==> config.mk <==
export PLATFORM = sky130hd
export DESIGN_NAME = rbi_div
export DESIGN_NICKNAME = d
export VERILOG_FILES = /design/src/rbi_div.sv
export SDC_FILE = /design/constraint.sdc
export NUM_CORES = 2
export LEC_CHECK = 0
export BUFFER_PORTS_ARGS = -buffer_cell sky130_fd_sc_hd__buf_2
export CAP_MARGIN = 15
export CORE_ASPECT_RATIO = 1.75
export CORE_MARGIN = 4
export CORE_UTILIZATION = 64
export CTS_CLUSTER_DIAMETER = 40
export DETAILED_ROUTE_END_ITERATION = 10
export PLACE_DENSITY = 0.81
export SYNTH_ARGS = -nofsm -noshare
export SYNTH_HDL_FRONTEND = slang
export SYNTH_SLANG_ARGS = --single-unit
export TNS_END_PERCENT = 10
==> constraint.sdc <==
create_clock -name clock -period 4.75 [get_ports clock]
set_input_delay 1.425 -clock clock [delete_from_list [all_inputs] [get_ports clock]]
set_output_delay 1.425 -clock clock [all_outputs]
set_load 0.05 [all_outputs]
==> src/rbi_div.sv <==
// ----------------------------------------------------------------------------
// rbi_div: pipelined restoring divider
// One quotient bit per stage, MSB first; carries a sideband with each item.
// ----------------------------------------------------------------------------
module rbi_div #(
   parameter int DW = 17,
   parameter int QB = 17,
   parameter int SW = 1
) (
   input  logic             clock,
   input  logic             reset,
   input  logic             advance,
   input  logic             in_valid,
   input  logic [DW+QB-1:0] num,
   input  logic [DW-1:0]    den,
   input  logic [SW-1:0]    side,
   output logic             out_valid,
   output logic [QB-1:0]    quo,
   output logic [SW-1:0]    out_side
);
   localparam int RW = DW + QB;

   logic [QB-1:0] vld_ff;
   logic [RW-1:0] rem_ff  [QB];
   logic [DW-1:0] den_ff  [QB];
   logic [QB-1:0] quo_ff  [QB];
   logic [SW-1:0] side_ff [QB];

   always_ff @(posedge clock) begin
      if (reset) begin
         vld_ff <= '0;
      end else if (advance) begin
         vld_ff <= {vld_ff[QB-2:0], in_valid};
      end
   end

   for (genvar k = 0; k < QB; k++) begin : g_stage
      logic [RW-1:0] rem_p;
      logic [DW-1:0] den_p;
      logic [QB-1:0] quo_p;
      logic [SW-1:0] side_p;
      logic [RW:0]   sub;
      logic [RW-1:0] rem_in;
      logic [QB-1:0] quo_in;

      if (k == 0) begin : g_first
         assign rem_p  = num;
         assign den_p  = den;
         assign quo_p  = '0;
         assign side_p = side;
      end else begin : g_next
         assign rem_p  = rem_ff[k-1];
         assign den_p  = den_ff[k-1];
         assign quo_p  = quo_ff[k-1];
         assign side_p = side_ff[k-1];
      end

      always_comb begin
         sub = {1'b0, rem_p} - ((RW+1)'(den_p) << (QB - 1 - k));
         if (sub[RW]) begin
            rem_in = rem_p;
            quo_in = quo_p;
         end else begin
            rem_in = sub[RW-1:0];
            quo_in = quo_p | (QB'(1) << (QB - 1 - k));
         end
      end

      always_ff @(posedge clock) begin
         if (advance) begin
            rem_ff[k]  <= rem_in;
            den_ff[k]  <= den_p;
            quo_ff[k]  <= quo_in;
            side_ff[k] <= side_p;
         end
      end
   end

   assign out_valid = vld_ff[QB-1];
   assign quo       = quo_ff[QB-1];
   assign out_side  = side_ff[QB-1];

endmodule

# Word level (Yosys, flattened, before mapping)
# Memories as Yosys holds them, arrays and structs flattened.
# Index checks and enable logic that the tools add are counted.
# totals
reg_bits	17
ram_bits	1173
inputBits	56
out_inout_bits	19
mem_count	4
# memory_table
name	words	width	rd	rd_clocked_by_memory_dff	write_ports	line_no	rtl
rem_ff	17	34	16	0	17	24	logic [RW-1:0] rem_ff [QB];
den_ff	17	17	16	0	17	25	logic [DW-1:0] den_ff [QB];
quo_ff	17	17	17	0	17	26	logic [QB-1:0] quo_ff [QB];
side_ff	17	1	17	0	17	27	logic [SW-1:0] side_ff [QB];
# op_classes
add_sub_neg	17
n_mux	36
# ops
operator	count
two-way mux 34 bit	17
subtractor 34 x 17 -> 35 bit	1
subtractor 34 x 18 -> 35 bit	1
subtractor 34 x 19 -> 35 bit	1
subtractor 34 x 20 -> 35 bit	1
subtractor 34 x 21 -> 35 bit	1
subtractor 34 x 22 -> 35 bit	1
subtractor 34 x 23 -> 35 bit	1
subtractor 34 x 24 -> 35 bit	1
subtractor 34 x 25 -> 35 bit	1
subtractor 34 x 26 -> 35 bit	1
subtractor 34 x 27 -> 35 bit	1
subtractor 34 x 28 -> 35 bit	1
subtractor 34 x 29 -> 35 bit	1
subtractor 34 x 30 -> 35 bit	1
subtractor 34 x 31 -> 35 bit	1
subtractor 34 x 32 -> 35 bit	1
subtractor 34 x 33 -> 35 bit	1
two-way mux 17 bit	1
two-way mux 16 bit	1
two-way mux 15 bit	1
two-way mux 14 bit	1
two-way mux 13 bit	1
two-way mux 12 bit	1
other kinds (11)	13

# Longest topological paths before layout
# An unclocked memory read counts as a cell.
# logic_depth
word_depth	3
mapped_depth	14
ltp_nobuf	12

# Worst setup path before layout
# No wires, ideal clock.
# synth_path
path_type	input to register
from	in num[16]
to	mem rem_ff[0][19] (netlist name) (data pin)
arrival_ns	3.746
t_required_ns	4.496
setup_slack_ns	0.750
path_stages	11
path_cell_list	inv_1 ha_1 fa_1 nor2b_1 o21ai_0 a2111oi_0 nor4_1 nor3_1 a211oi_1 clkbuf_1 a21o_1
# synth_lines
element	line_no	rtl
start: declaration	14	input logic [DW+QB-1:0] num,
end: declaration	24	

==> flow_summary.toml <==
[outcome]
outcome = "completed"

[clock_network]
postCtsHoldBufs = 0
clock_sinks = 1003
clk_latency_ps = 690
cts_root_buf = "clkbuf_16"
postCtsResizedCells = 0
cts_setup_buffers = 0
htree_levels = 3
cts_buffers = 95
clk_path_buf_depth = 3
cts.reportedPaths.clkPinSlew_ps = 60
cts_tree = "yes"

[route]
ant_nets = 0
routed-via-count = 32310
drtPass1Iterations = 7
routed_wl_mm = 103.4
vias_per_cell = 6.004
drc = 0
initialDrtViolationCount = 1784
wl_per_cell_um = 19.21

[worst_setup_path]
critical_path.max_fanout = 4
crit_start = "rem_ff[0][279]$_DFFE_PP_"
cp.required_ps = 5180
path_cells = "inv_1 > ha_1 > inv_1 > fa_1 > a21o_1 > a21oi_1 > o21ai_0 > a2111oi_2 > o41ai_1 > and4_1 > nor4b_1 > xor2_1"
cp_data_arrival_time_ps = 4540
start_kind = "register"
path_delay_family = "compound AO/OA/AOI/OAI gates"
regToRegStartpoint = "rem_ff[0][279]$_DFFE_PP_"
crit_buf_inv = 2
critical_path_class = "reg2reg"
worst-path-stages = 12
slowest_stage = "a2111oi_2"
ff2ff_setup_slack_ps = 640
r2r_cells = 12
critPathMaxStageDelay_ps = 950
crit_top_cell = "inv_1"
end_kind = "register"

[synth]
avgSynthCellArea_um2 = 12.16
synth_flop_cell = "edfxtp_1"
synth_cells = 4143
yosys_warnings = 0
yosysSeqAreaShare_pct = 59.43
syn-cell-area_um2 = 50390
async_flop_share_pct = 0
synth_seq_cells = 1003
synth.distinct_cells = 97
synth-edff-count = 986
syn_nets = 4503

[global_routing]
gr-usage-met3_pct = 3.524
busiest_layer = "met2"
grt_pass1_wl_mm = 163.0
antenna_found_initial = 2
grt_max_degree = 110
track_usage_pct = 24.82
grt.overflow.total = 0
grtUsageMet2_pct = 51.76
grt_pass1_vias = 34730
met1_usage_pct = 18.01

[sta]
slew_headroom_pct = 26.70
finalHoldViolations = 0
finalWorstSetupSlack_ps = 641.4
rsz0062_at_grt = "no"
skew_ps = 34.65
fin_tns_setup_ps = 0
max_slew.worst_pin.slew_ps = 1099
drv_slew = 0
fmax_mhz = 243.4
setup_viol = 0
fin_crit_sh_pct = 86.50
period_needed_ps = 4109

[power]
pwr-share-comb_pct = 33.5
p_switching_mw = 10.46
vdd_ir_drop_max_uv = 406.2
clkPwrFrac_pct = 24.2
seqPwrFrac_pct = 42.3
swShare_pct = 33.59
leakagePower_nw = 21.41
internal_power_mw = 20.68
power_density_nw_per_um2 = 562.6

[floorplan]
pin_count = 75
die_x_um = 220.1
start_util_pct = 64.85
die_area_um2 = 83460
fp.coreArea_um2 = 77700
die_h_um = 379.2
rows = 135

[min_path]
whs_path_depth = 0
min-delay-start = "rem_ff[0][208]$_DFFE_PP_"
holdCritPathClass = "reg2reg"

[final_layout]
mostFrequentLayoutCells = "edfxtp_1 (986), inv_1 (375), nand2_1 (291), ha_1 (288)"
nets = 4638
drive_gt1_share_pct = 8.957
syn2layout_area_growth_pct = 9.815
final_common_cell = "edfxtp_1"

[place]
dpl.hpwl_mm = 76.96
dp_slack_ps = 376.8
port-buffer-count = 74
finalWeightedCongestion = 0.9427

[flow_run]
max_cap_violations = 0
[power groups by stage]
stage	sequential [mW]	clock (mW)	combinational, mW
after global routing	13.3	8.01	11.5
final	13.2	7.53	10.4
after CTS	13.2	7.67	10.4
after floorplan	12.9	0	7.80
after global placement	13.2	0	9.90
after detailed placement	13.3	0	10.3
[worst register-to-register path: cells and delay by family (launching register included)]
kind	cells	cell delay, ps
flip-flops	1	380
AO/OA/AOI/OAI	5	1970
XOR/XNOR	1	120
AND/OR/NAND/NOR	2	690
adder cells (fa/ha/maj)	2	570
buffers and inverters	2	130
[layout make-up]
type                       instances  area [um^2]
antenna                            1        2.502
clock inverter                    67        651.9
multi-input combinational       2677        18670
clock buffer                     106         2440
timing repair buffer             125        925.9
sequential                      1003        29950
tap                             1027         1285
inverter                         376         1411
fill                            5387        22360
[final timing paths]
kind / to
max reg2reg: rem_ff[0][335]$_DFFE_PP_
min: rem_ff[0][242]$_DFFE_PP_
min reg2reg: rem_ff[0][242]$_DFFE_PP_
max: rem_ff[0][335]$_DFFE_PP_
[Yosys cell counts (11+ instances only)]
| library cell | number | area [um^2] |
|---|---|---|
| o21ai_0 | 251 | 1256 |
| nor2b_1 | 34 | 212.7 |
| or4_1 | 11 | 82.58 |
| nor3_1 | 90 | 450.4 |
| or2_2 | 17 | 106.4 |
| nand2b_1 | 48 | 300.3 |
| buf_2 | 13 | 65.06 |
| o31a_1 | 21 | 183.9 |
| nor3b_1 | 16 | 120.1 |
| ha_1 | 288 | 3603 |
| nor2_1 | 273 | 1025 |
| a31oi_1 | 30 | 187.7 |
| fa_1 | 16 | 320.3 |
| nand3_1 | 59 | 295.3 |
| o211ai_1 | 27 | 202.7 |
| o21bai_1 | 20 | 150.1 |
| and3_1 | 16 | 100.1 |
| o2111ai_1 | 13 | 113.9 |
| nand2_1 | 291 | 1092 |
| a211oi_1 | 32 | 240.2 |
| mux2_2 | 46 | 518.0 |
| dfxtp_1 | 17 | 340.3 |
| o31ai_1 | 25 | 187.7 |
| xnor2_1 | 164 | 1436 |
| a21oi_1 | 273 | 1366 |
| clkbuf_1 | 57 | 214.0 |
| xor2_1 | 150 | 1314 |
| a21o_1 | 98 | 735.7 |
| mux2i_1 | 20 | 200.2 |
| inv_1 | 375 | 1408 |
| and2_1 | 14 | 87.58 |
| nand3b_1 | 20 | 150.1 |
| or3_1 | 36 | 225.2 |
| o21a_1 | 51 | 382.9 |
| edfxtp_1 | 986 | 29610 |
| nor4_1 | 42 | 262.8 |
| nand4_1 | 25 | 156.4 |
[metrics by stage]
stage	hold WS (ps)	cell area, um^2	total power, mW	utilization, %	cells
after floorplan	400.3	50390	20.72	-	4143
after global placement	400.6	52240	23.14	67.24	5208
after detailed placement	404.5	52240	23.61	67.24	5208
after CTS	402.4	55330	31.19	71.22	5381
after global routing	412.3	55330	32.82	71.22	5381
final	391.5	55340	31.13	71.22	5382
[sequential cells by signal, indices dropped and copies added, names as in the netlist]
name	flops
rem_ff	544
side_ff	17
den_ff	272
vld_ff	17
quo_ff	153
[routing by layer]
| layer | routed length, um | part of all wire, % | up-vias |
|---|---|---|---|
| met1 | 28930 | 28 | 15580 |
| met4 | 10050 | 9.7 | 0 |
| met3 | 2997 | 2.9 | 461 |
| met5 | 0 | 0 | - |
| met2 | 61430 | 59 | 726 |
| li1 | - | - | 15550 |
[logic make-up after synthesis]
logic type	after synthesis	synth area share (%)
AND/OR/NAND/NOR	1030	9.944
flip-flops	1003	59.43
AO/OA/AOI/OAI	953	12.05
buffers and inverters	463	3.600
XOR/XNOR	314	5.458
adder cells (fa/ha/maj)	304	7.787
multiplexers	76	1.723
Power figures use the tool's default switching activity.
